File: src/rtl/fifo_queue_with_cancel_by_id_core_assert.svh
// Assertion macros for the cancel-by-id queue core.
// Each macro places one labeled concurrent assertion clocked on clk,
// disabled while rst_n is low.
`ifndef FIFO_QUEUE_WITH_CANCEL_BY_ID_CORE_ASSERT_SVH
`define FIFO_QUEUE_WITH_CANCEL_BY_ID_CORE_ASSERT_SVH

// Same-cycle implication.
`define FQC_ASSERT_IMP(lbl, ante, cons, msg) \
  lbl: assert property (@(posedge clk) disable iff (!rst_n) (ante) |-> (cons)) \
    else $error(msg);

// Next-cycle implication.
`define FQC_ASSERT_NXT(lbl, ante, cons, msg) \
  lbl: assert property (@(posedge clk) disable iff (!rst_n) (ante) |=> (cons)) \
    else $error(msg);

`endif

File: src/rtl/fqc_pkg.sv
`timescale 1ns / 1ps
// ----------------------------------------------------------------------------
// fqc_pkg
// Shared types, codes and defaults for the cancel-by-id queue.
// ----------------------------------------------------------------------------
package fqc_pkg;

  localparam int DEPTH_DEF = 16;
  localparam int ID_W      = 16;
  localparam int DATA_W    = 32;
  localparam int KIND_W    = 2;
  localparam int STATUS_W  = 2;
  localparam int OCC_W     = 5;

  typedef enum logic [KIND_W-1:0] {
    KIND_ENQ    = 2'd0,
    KIND_DEQ    = 2'd1,
    KIND_CANCEL = 2'd2,
    KIND_LOOKUP = 2'd3
  } kind_t;

  typedef enum logic [STATUS_W-1:0] {
    ST_DONE = 2'd0,
    ST_MISS = 2'd1,
    ST_FULL = 2'd2
  } status_t;

  // Contents of one queue slot.
  typedef struct packed {
    logic              valid;
    logic [ID_W-1:0]   id;
    logic [DATA_W-1:0] data;
  } slot_t;

  // Signals rippling from the front of the chain toward the back.
  typedef struct packed {
    logic hit;    // a matching entry sits at or in front of this point
    logic shift;  // this point and everything behind it moves forward
  } chain_t;

  // Per-transaction command broadcast to every cell.
  typedef struct packed {
    logic            en;      // transaction accepted this cycle
    logic            cancel;  // cancel request: remove first match
    logic [ID_W-1:0] key;
  } cell_cmd_t;

endpackage

File: src/rtl/fqc_cell.sv
`timescale 1ns / 1ps
// ----------------------------------------------------------------------------
// fqc_cell
// One queue slot: holds an entry, compares it with the key and takes its
// back neighbor's entry when the queue closes a gap.
// ----------------------------------------------------------------------------
module fqc_cell (
  input  logic               clk,
  input  logic               rst_n,
  input  fqc_pkg::cell_cmd_t cmd,
  input  logic               load,
  input  fqc_pkg::slot_t     load_slot,
  input  fqc_pkg::slot_t     nbr_slot,
  input  fqc_pkg::chain_t    chain_in,
  output fqc_pkg::chain_t    chain_out,
  output logic               first_hit,
  output fqc_pkg::slot_t     slot_out
);
  import fqc_pkg::*;

  logic              valid_r, valid_nxt;
  logic [ID_W-1:0]   id_r, id_nxt;
  logic [DATA_W-1:0] data_r, data_nxt;
  logic              match;
  logic              shift;

  assign match     = valid_r && (id_r == cmd.key);
  assign first_hit = match && !chain_in.hit;
  assign shift     = chain_in.shift || (cmd.cancel && first_hit);

  assign chain_out.hit   = chain_in.hit || match;
  assign chain_out.shift = shift;

  assign slot_out.valid = valid_r;
  assign slot_out.id    = id_r;
  assign slot_out.data  = data_r;

  always_comb begin
    valid_nxt = valid_r;
    id_nxt    = id_r;
    data_nxt  = data_r;
    if (cmd.en) begin
      if (load) begin
        valid_nxt = 1'b1;
        id_nxt    = load_slot.id;
        data_nxt  = load_slot.data;
      end else if (shift) begin
        // advance the back neighbor into this slot
        valid_nxt = nbr_slot.valid;
        id_nxt    = nbr_slot.id;
        data_nxt  = nbr_slot.data;
      end
    end
  end

  always_ff @(posedge clk) begin
    if (!rst_n) begin
      valid_r <= 1'b0;
    end else begin
      valid_r <= valid_nxt;
    end
  end

  always_ff @(posedge clk) begin
    id_r   <= id_nxt;
    data_r <= data_nxt;
  end

endmodule

File: src/rtl/fifo_queue_with_cancel_by_id_core.sv
`timescale 1ns / 1ps
// ----------------------------------------------------------------------------
// fifo_queue_with_cancel_by_id_core
// Ordered id/data queue built as a chain of slot cells, with enqueue,
// dequeue, cancel of the first matching id and lookup by id.
// ----------------------------------------------------------------------------
//  channel | direction | ports
//  --------+-----------+---------------------------------------------------
//  in      | input     | in_valid, in_stall, in_kind, in_entry_id, in_entry_data
//  out     | output    | out_valid, out_stall, out_status, out_found_id,
//          |           | out_found_data, out_occupancy, out_is_empty
//
//  One transaction per cycle while no result is held by out_stall; each
//  result appears in the output register in the cycle after acceptance.
//  Compare, first-match ripple and neighbor shift all finish in the cycle of
//  acceptance inside the cell chain. Reset clears the slot valid bits and
//  the entry count. in_stall is high only while a result is held by out_stall.
// ----------------------------------------------------------------------------
module fifo_queue_with_cancel_by_id_core #(
  parameter int DEPTH = fqc_pkg::DEPTH_DEF
) (
  input  logic                        clk,
  input  logic                        rst_n,
  input  logic                        in_valid,
  output logic                        in_stall,
  input  logic [fqc_pkg::KIND_W-1:0]  in_kind,
  input  logic [fqc_pkg::ID_W-1:0]    in_entry_id,
  input  logic [fqc_pkg::DATA_W-1:0]  in_entry_data,
  output logic                        out_valid,
  input  logic                        out_stall,
  output logic [fqc_pkg::STATUS_W-1:0] out_status,
  output logic [fqc_pkg::ID_W-1:0]    out_found_id,
  output logic [fqc_pkg::DATA_W-1:0]  out_found_data,
  output logic [fqc_pkg::OCC_W-1:0]   out_occupancy,
  output logic                        out_is_empty
);
  import fqc_pkg::*;

  localparam int CNT_W = $clog2(DEPTH + 1);

  logic             accept;
  logic [CNT_W-1:0] cnt_r, cnt_nxt;
  logic             full, empty;
  logic             is_enq, is_deq, is_cancel, is_lookup;
  logic             enq_go, deq_go;

  cell_cmd_t        cmd;
  slot_t            load_slot;
  slot_t            cell_slot [DEPTH];
  chain_t           chain [DEPTH+1];
  logic [DEPTH-1:0] first_hit;
  logic [DEPTH-1:0] valid_vec;
  logic             found;
  slot_t            hit_slot;

  logic                out_valid_r, out_valid_nxt;
  logic [STATUS_W-1:0] status_r, status_nxt;
  logic [ID_W-1:0]     fid_r, fid_nxt;
  logic [DATA_W-1:0]   fdata_r, fdata_nxt;
  logic [CNT_W-1:0]    occ_r;
  logic                empty_flag_r;

  assign in_stall = out_valid_r && out_stall;
  assign accept   = in_valid && !in_stall;

  assign full  = (cnt_r == CNT_W'(DEPTH));
  assign empty = (cnt_r == '0);

  assign is_enq    = (in_kind == KIND_ENQ);
  assign is_deq    = (in_kind == KIND_DEQ);
  assign is_cancel = (in_kind == KIND_CANCEL);
  assign is_lookup = (in_kind == KIND_LOOKUP);

  assign enq_go = is_enq && !full;
  assign deq_go = is_deq && !empty;

  assign cmd.en     = accept;
  assign cmd.cancel = is_cancel;
  assign cmd.key    = in_entry_id;

  assign load_slot.valid = 1'b1;
  assign load_slot.id    = in_entry_id;
  assign load_slot.data  = in_entry_data;

  // dequeue starts the shift at the head cell
  assign chain[0].hit   = 1'b0;
  assign chain[0].shift = deq_go;

  for (genvar i = 0; i < DEPTH; i++) begin : g_cell
    slot_t nbr;
    if (i == DEPTH - 1) begin : g_tail
      assign nbr = '0;
    end else begin : g_mid
      assign nbr = cell_slot[i+1];
    end

    fqc_cell u_cell (
      .clk       (clk),
      .rst_n     (rst_n),
      .cmd       (cmd),
      .load      (enq_go && (cnt_r == CNT_W'(i))),
      .load_slot (load_slot),
      .nbr_slot  (nbr),
      .chain_in  (chain[i]),
      .chain_out (chain[i+1]),
      .first_hit (first_hit[i]),
      .slot_out  (cell_slot[i])
    );

    assign valid_vec[i] = cell_slot[i].valid;
  end

  assign found = chain[DEPTH].hit;

  // first_hit has at most one bit set, so an AND-OR select suffices
  always_comb begin
    hit_slot = '0;
    for (int i = 0; i < DEPTH; i++) begin
      hit_slot = hit_slot | (cell_slot[i] & {$bits(slot_t){first_hit[i]}});
    end
  end

  always_comb begin
    status_nxt = ST_DONE;
    fid_nxt    = '0;
    fdata_nxt  = '0;
    cnt_nxt    = cnt_r;
    if (is_enq) begin
      if (full) begin
        status_nxt = ST_FULL;
      end else begin
        cnt_nxt = cnt_r + CNT_W'(1);
      end
    end else if (is_deq) begin
      if (empty) begin
        status_nxt = ST_MISS;
      end else begin
        fid_nxt   = cell_slot[0].id;
        fdata_nxt = cell_slot[0].data;
        cnt_nxt   = cnt_r - CNT_W'(1);
      end
    end else if (is_cancel || is_lookup) begin
      if (!found) begin
        status_nxt = ST_MISS;
      end else begin
        fid_nxt   = hit_slot.id;
        fdata_nxt = hit_slot.data;
        if (is_cancel) begin
          cnt_nxt = cnt_r - CNT_W'(1);
        end
      end
    end
  end

  assign out_valid_nxt = accept || (out_valid_r && out_stall);

  always_ff @(posedge clk) begin
    if (!rst_n) begin
      cnt_r       <= '0;
      out_valid_r <= 1'b0;
    end else begin
      out_valid_r <= out_valid_nxt;
      if (accept) begin
        cnt_r <= cnt_nxt;
      end
    end
  end

  // hold the result while stalled
  always_ff @(posedge clk) begin
    if (accept) begin
      status_r     <= status_nxt;
      fid_r        <= fid_nxt;
      fdata_r      <= fdata_nxt;
      occ_r        <= cnt_nxt;
      empty_flag_r <= (cnt_nxt == '0);
    end
  end

  assign out_valid      = out_valid_r;
  assign out_status     = status_r;
  assign out_found_id   = fid_r;
  assign out_found_data = fdata_r;
  assign out_occupancy  = OCC_W'(occ_r);
  assign out_is_empty   = empty_flag_r;

`include "fifo_queue_with_cancel_by_id_core_assert.svh"

  `FQC_ASSERT_IMP(a_cnt_range, 1'b1, cnt_r <= CNT_W'(DEPTH), "entry count above depth")
  `FQC_ASSERT_IMP(a_valid_count, 1'b1, $countones(valid_vec) == int'(cnt_r), "valid bits disagree with count")
  `FQC_ASSERT_IMP(a_first_onehot, 1'b1, $onehot0(first_hit), "more than one first match")
  `FQC_ASSERT_NXT(a_full_hold, accept && is_enq && full, cnt_r == CNT_W'(DEPTH), "full enqueue changed count")

endmodule

File: config.mk
export PLATFORM = sky130hd
export DESIGN_NAME = fifo_queue_with_cancel_by_id_core
export DESIGN_NICKNAME = d
export VERILOG_FILES = /design/src/rtl/fqc_pkg.sv /design/src/rtl/fqc_cell.sv /design/src/rtl/fifo_queue_with_cancel_by_id_core.sv
export VERILOG_INCLUDE_DIRS = /design/src /design/src/rtl
export SDC_FILE = /design/constraint.sdc
export NUM_CORES = 2
export LEC_CHECK = 0
export ABC_CLOCK_PERIOD_IN_PS = 6400
export BUFFER_PORTS_ARGS = -buffer_cell sky130_fd_sc_hd__buf_2
export CAP_MARGIN = 10
export CELL_PAD_IN_SITES_DETAIL_PLACEMENT = 1
export CELL_PAD_IN_SITES_GLOBAL_PLACEMENT = 2
export CORE_AREA = 2 2 370 280
export DETAILED_ROUTE_END_ITERATION = 10
export DIE_AREA = 0 0 372 282
export PLACE_DENSITY = 0.83
export SLEW_MARGIN = 20
export SYNTH_ARGS = -nofsm -noshare
export SYNTH_HDL_FRONTEND = slang
export SYNTH_SLANG_ARGS = --single-unit
File: constraint.sdc
create_clock -name clk -period 6.4 [get_ports clk]
set_input_delay 0.64 -clock clk [delete_from_list [all_inputs] [get_ports clk]]
set_output_delay 0.64 -clock clk [all_outputs]
set_load 0.01 [all_outputs]
* Word level (Yosys, flattened, before mapping)
Index checks and enable logic that the tools add are counted. W data, S select, Z words.
Word-level totals: flip-flop bits (word level) 846, output and inout bits 58, word-level logic and storage cells 393, input bits 54
Cells by class: equality and inequality tests 35, reductions and logical operators 153, bitwise operators 31, muxes and demuxes 117, $add $sub $neg 2
Operator list (count):
- $mux W32 | 36
- $and A48 B48 Y48 | 16
- $or A48 B48 Y48 | 15
- $mux W16 | 36
- $eq A16 B16 Y1 | 16
- $logic_and A1 B1 Y1 | 67
- $eq A5 B4 Y1 const B | 8
- $mux W1 | 35
- $mux W5 | 7
- $logic_or A1 B1 Y1 | 33
- $reduce_and A2 Y1 | 16
- $reduce_bool A2 Y1 | 16
- $eq A5 B3 Y1 const B | 4
- $logic_not A1 Y1 | 18
- $eq A5 B2 Y1 const B | 2
- $logic_not A5 Y1 | 2
- $mux W2 | 3
- $add A5 B1 Y5 const B | 1
- $eq A5 B1 Y1 const B | 1
- $eq A5 B5 Y1 const B | 1
- $sub A5 B1 Y5 const B | 1
- $eq A2 B2 Y1 const B | 2
- $eq A2 B1 Y1 const B | 1
- $logic_not A2 Y1 | 1

* Logic depth before layout (Yosys ltp)
word-level depth 23, gate-level depth with buffers 15, depth with buffers taken out 9

* By module
Synthesis repeated with hierarchy kept, for this count alone.
Unflattened totals: cell total of the unflattened synthesis 3228, area total of the unflattened synthesis 45406.0 um^2
By module, submodules not included:
- fqc_cell | area each 2409.8 um^2, cells each 154, sequential area each 1461.4 um^2, times used 16
- fifo_queue_with_cancel_by_id_core | area each 6849.1 um^2, cells each 764, sequential area each 1801.7 um^2, times used 1

* Worst setup path before layout
Ideal clock, no wire load.
path kind input to register, start point input in_entry_id[2] (netlist name), end point register g_cell[15].u_cell.data_r[0], enable pin, slack 0.798 ns, arrival 5.133 ns, stages on the path 10, path buffers 2, path through buf_2 -> buf_4 -> xnor2_1 -> nand2_1 -> or3b_2 -> or4_1 -> and3_1 -> a41oi_1 -> nor2_1 -> a21oi_1
Between the ends: word-level cells in the longest chain between the ends 22
Ends and longest elaborated chain:
- from (decl) | RTL line fifo_queue_with_cancel_by_id_core.sv:27 | input logic [fqc_pkg::ID_W-1:0] in_entry_id,
- $eq A16 B16 Y1 | RTL line fqc_cell.sv:27 | assign match = valid_r && (id_r == cmd.key);
- $logic_and A1 B1 Y1 | RTL line fqc_cell.sv:27
- $logic_not A1 Y1 / $logic_or A1 B1 Y1 (equally long branches) | RTL line fqc_cell.sv:28, fqc_cell.sv:31
- $logic_and A1 B1 Y1 (tied with other cells) | RTL line fqc_cell.sv:28 | assign first_hit = match && !chain_in.hit;
- $logic_and A1 B1 Y1 (tied with other cells) | RTL line fqc_cell.sv:29 | assign shift = chain_in.shift || (cmd.cancel && first_hit);
- $logic_or A1 B1 Y1 (tied with other cells) (13 in a row) | RTL line fqc_cell.sv:29
- $logic_or A1 B1 Y1 / $logic_and A1 B1 Y1 (equally long branches) | RTL line fqc_cell.sv:29
- $logic_or A1 B1 Y1 (*) | RTL line fqc_cell.sv:29
- $reduce_bool A2 Y1 (no source line) (*)
- $reduce_and A2 Y1 (no source line) (*)
- to (signal assigned) | RTL line fqc_cell.sv:66 | data_r <= data_nxt;
- to (decl) | RTL line fqc_cell.sv:23 | logic [DATA_W-1:0] data_r, data_nxt;
Mark *: on every way between the ends. The rest lies on a longest branch, timed or not. A chain may end at the register's enable or synchronous reset.

* Final worst setup path
start point input in_entry_id[12] (netlist name), end point register g_cell[15].u_cell.data_r[9], enable pin
The elaborated chain is that of the path after synthesis.

==> metrics.md <==
| Metric | Value |
|---|---|
| Final net count | `3536` |
| H-tree levels | `3` |
| Mean Syn Cell Area | `12.9 µm²` |
| Clock sinks | `846` |
| Tmin final | `5.15 ns` |
| Crit Path Category | `input pin to register` |
| Share of cells above drive strength 1 | `0.298` |
| Hold Path Class | `input pin to register` |
| Die Span X | `372 µm` |
| Sequential Area | `25200 µm²` |
| Critical path arrival | `5.46 ns` |
| Setup violators final | `0` |
| Maximum vdd drop | `170 µV` |
| PD cells | `245 nW/µm²` |
| Port Buffer Count | `111` |
| Fillers | `10100` |
| Critical-path maximum fanout | `32` |
| First drt pass iteration count | `10` |
| Routed len/inst | `35.3 µm` |
| Initial antenna violation count | `7` |
| Multi-input gate area | `18600 µm²` |
| R2R depth | `10` |
| CP endpoint kind | `register` |
| Placed Cells | `4723` |
| Status | `finished, final reports clean` |
| Row count | `101` |
| FF-to-FF End | `g_cell[15].u_cell.data_r[9]$_SDFFCE_PN0P_` |
| PnR worst setup slack | `1.25 ns` |
| Post-synth EDFFs | `824` |
| Routed Wire Length | `173 mm` |
| Synth Cell Area | `45200 µm²` |
| CTS tree | `built` |
| Worst Min Path Start | `in_valid` |
| Post-CTS sizing | `0` |
| Hold Path End | `out_valid$_SDFF_PN0_` |
| Largest net degree at the start of global routing | `95` |
| Worst-Margin Slew | `1.23 ns` |
| Leak Pwr | `0.0164 µW` |
| Clk Tree Root Cell | `clkbuf_16` |
| DRT iter0 DRCs | `5733` |
| First-pass GRT wire length | `246 mm` |
| Setup TNS | `0 ns` |
| Vias per Instance | `6.84` |
| Remaining antenna violation count | `0` |
| Clock buffer count from CTS | `89` |
| Core Box Area | `101000 µm²` |
| Die Y | `282 µm` |
| GRT Util Overall | `0.326` |
| Startpoint types | `input pin` |
| Ys async rst share | `0` |
| Setup repair bufs after CTS | `0` |
| Clock latency on the worst-skew pair | `0.71 ns` |
| Vias post-DR | `33400` |
| Synth Instances | `3512` |
| FF+latch count, synth | `846` |
| Synth-to-Final Area Change | `10.6%` |
| Clock transition at path regs | `0.06 ns` |
| Unique masters post-synth | `81` |
| RSZ-0062 raised after global routing | `false` |
| Detailed placement HPWL | `107 mm` |
| DRC errors left | `0` |
| Fmax | `0.194 GHz` |
| Worst path required time | `6.71 ns` |
| Hold Fails Final Rpt | `0` |
| GPL Wtd Cong | `0.989` |
| Fin crit share | `0.805` |
| I/O pin count | `112` |
| Final max-slew violation count | `0` |
| Worst slack, placed | `0.682 ns` |
| Cell depth of the worst hold path | `2` |
| Post-CTS Hold Fix Bufs | `0` |
| Rel. slew slack | `0.180` |
| Final Skew | `0.0355 ns` |
| Die ar. | `105000 µm²` |
| RR Startpoint | `g_cell[4].u_cell.id_r[15]$_DFFE_PP_` |
| Number of global-route vias before repair | `32900` |
| Max cap viols | `0` |
| Initial Utilization | `0.448` |
| Post-synth top flop | `edfxtp_1` |
| Post-Syn Nets | `3572` |
| Layout Cells excl Fill | `4888` |
| Reg2reg setup slack | `1.47 ns` |
| Clock Path Buffers | `3` |
| Register area share after synthesis | `0.557` |
| GRT overflow | `0` |
| Syn. warnings | `0` |
[cells in the final DEF, fill, tap and decap left out, types with 10 or more instances in the layout]
| master | netlist | layout |
|---|---|---|
| clkbuf_1 | 183 | 23 |
| a41oi_1 | 45 | 45 |
| a221oi_1 | 14 | 14 |
| a221oi_2 | 30 | 30 |
| buf_12 | 0 | 11 |
| and3_1 | 103 | 102 |
| a222oi_1 | 89 | 89 |
| a21oi_1 | 19 | 16 |
| nand2_1 | 249 | 239 |
| nand2b_1 | 10 | 10 |
| xnor2_1 | 157 | 157 |
| nand3_1 | 33 | 28 |
| buf_4 | 17 | 82 |
| a31oi_1 | 57 | 48 |
| nor4_1 | 39 | 36 |
| clkinv_1 | 0 | 20 |
| edfxtp_1 | 824 | 824 |
| xor2_1 | 103 | 103 |
| inv_1 | 115 | 113 |
| clkbuf_16 | 0 | 91 |
| o32a_1 | 45 | 45 |
| mux2_2 | 627 | 627 |
| buf_2 | 47 | 111 |
| a221o_1 | 45 | 45 |
| o21ai_0 | 202 | 202 |
| a22oi_1 | 53 | 53 |
| nor2_1 | 52 | 46 |
| nor3_1 | 22 | 21 |
| dfxtp_1 | 22 | 22 |
| nand4_1 | 59 | 59 |
| or4_1 | 15 | 14 |
| a311oi_1 | 10 | 10 |
[state kept, by name, indices dropped and copies added, names as in the netlist]
name                   count
cnt_r                      5
out_is_empty               1
out_found_id              16
out_status                 2
out_occupancy              5
g_cell.u_cell.valid_r     16
out_found_data            32
g_cell.u_cell.data_r     512
g_cell.u_cell.id_r       256
out_valid                  1
[worst max-delay path, stage by stage]
cell     delay (ns)
buf_2          0.79
xor2_1         0.24
nor4_1         0.36
nand4_1        0.36
o22ai_1        0.67
nor3_1         0.19
a41oi_1        0.38
buf_4          0.21
nor2_1         0.08
a21oi_4        0.73
buf_4          0.71
[through the flow]
stage | hold slack (ns) | cell area [µm²] | util | power (µW)
after floorplan | 0.462 | 45200 | - | 6870
after global placement | 0.514 | 47300 | 0.468 | 7240
after detailed placement | 0.531 | 47300 | 0.468 | 7260
after CTS | 0.169 | 50000 | 0.495 | 12200
after global routing | 0.192 | 50000 | 0.495 | 12500
final | 0.198 | 50000 | 0.495 | 12200
[logic make-up after synthesis]
family | after synthesis | synth area share
AO/OA/AOI/OAI | 657 | 0.114
XOR/XNOR | 260 | 0.0504
adder cells (fa/ha/maj) | 6 | 0.00166
buffers and inverters | 447 | 0.0418
flip-flops | 846 | 0.557
multiplexers | 634 | 0.158
AND/OR/NAND/NOR | 662 | 0.0774
[cell usage after synthesis, types with 7 or more instances]
cell      count  share of area
and4_1        8         0.0015
or4_1        15         0.0025
and2_1       11         0.0015
xnor2_1     157          0.030
nand4b_1      8         0.0015
a222oi_1     89          0.020
nor4b_1       7         0.0014
xor2_1      103          0.020
nand2_1     249          0.021
nand3_1      33         0.0037
a31oi_1      57         0.0079
nand4_1      59         0.0082
and3_1      103          0.014
a41oi_1      45         0.0087
clkbuf_1    183          0.015
nand2b_1     10         0.0014
mux2i_1       7         0.0015
a22oi_1      53         0.0088
buf_2        47         0.0052
dfxtp_1      22         0.0097
a221o_1      45          0.010
or3_1         9         0.0012
nor3_1       22         0.0024
buf_1        73         0.0061
nor4_1       39         0.0054
edfxtp_1    824           0.55
buf_6        12         0.0030
o21ai_0     202          0.022
a311oi_1     10         0.0019
a221oi_2     30          0.010
a21oi_1      19         0.0021
mux2_2      627           0.16
o32a_1       45          0.010
inv_1       115         0.0095
buf_4        17         0.0028
a221oi_1     14         0.0027
nor2_1       52         0.0043
[layer usage]
layer  track usage  routed length (µm)
met3         0.120               24800
met2         0.447               70200
met5             0                  13
met1         0.484               73200
met4        0.0814                4370
[power breakdown]
group	switching, µW	total (µW)	internal (µW)
Combinational	606	867	260
Sequential	109	6320	6210
Clock	2350	5070	2710
[worst max path at each step]
stage / start / to / slack (ns) / cells after the start
after global placement: in_entry_id[12] / g_cell[15].u_cell.data_r[28]$_SDFFCE_PN0P_ / 0.96 / 11
after floorplan: in_entry_id[2] / g_cell[15].u_cell.data_r[0]$_SDFFCE_PN0P_ / 0.80 / 10
after CTS: in_entry_id[12] / g_cell[15].u_cell.data_r[27]$_SDFFCE_PN0P_ / 1.40 / 11
final: in_entry_id[12] / g_cell[15].u_cell.data_r[9]$_SDFFCE_PN0P_ / 1.25 / 11
after global routing: in_entry_id[12] / g_cell[15].u_cell.data_r[28]$_SDFFCE_PN0P_ / 1.21 / 11
after detailed placement: in_entry_id[12] / g_cell[15].u_cell.data_r[28]$_SDFFCE_PN0P_ / 0.68 / 11
[layout make-up]
| cell class | count | area share |
|---|---|---|
| clock inverters | 46 | 0.00668 |
| repair buffers | 205 | 0.0284 |
| well taps | 1339 | 0.0335 |
| clock buffers | 115 | 0.0475 |
| diodes | 3 | 0.000150 |
| flip-flops and latches | 846 | 0.503 |
| multi-input cells | 2219 | 0.372 |
| inverters | 115 | 0.00868 |
Power figures use the tool's default switching activity.
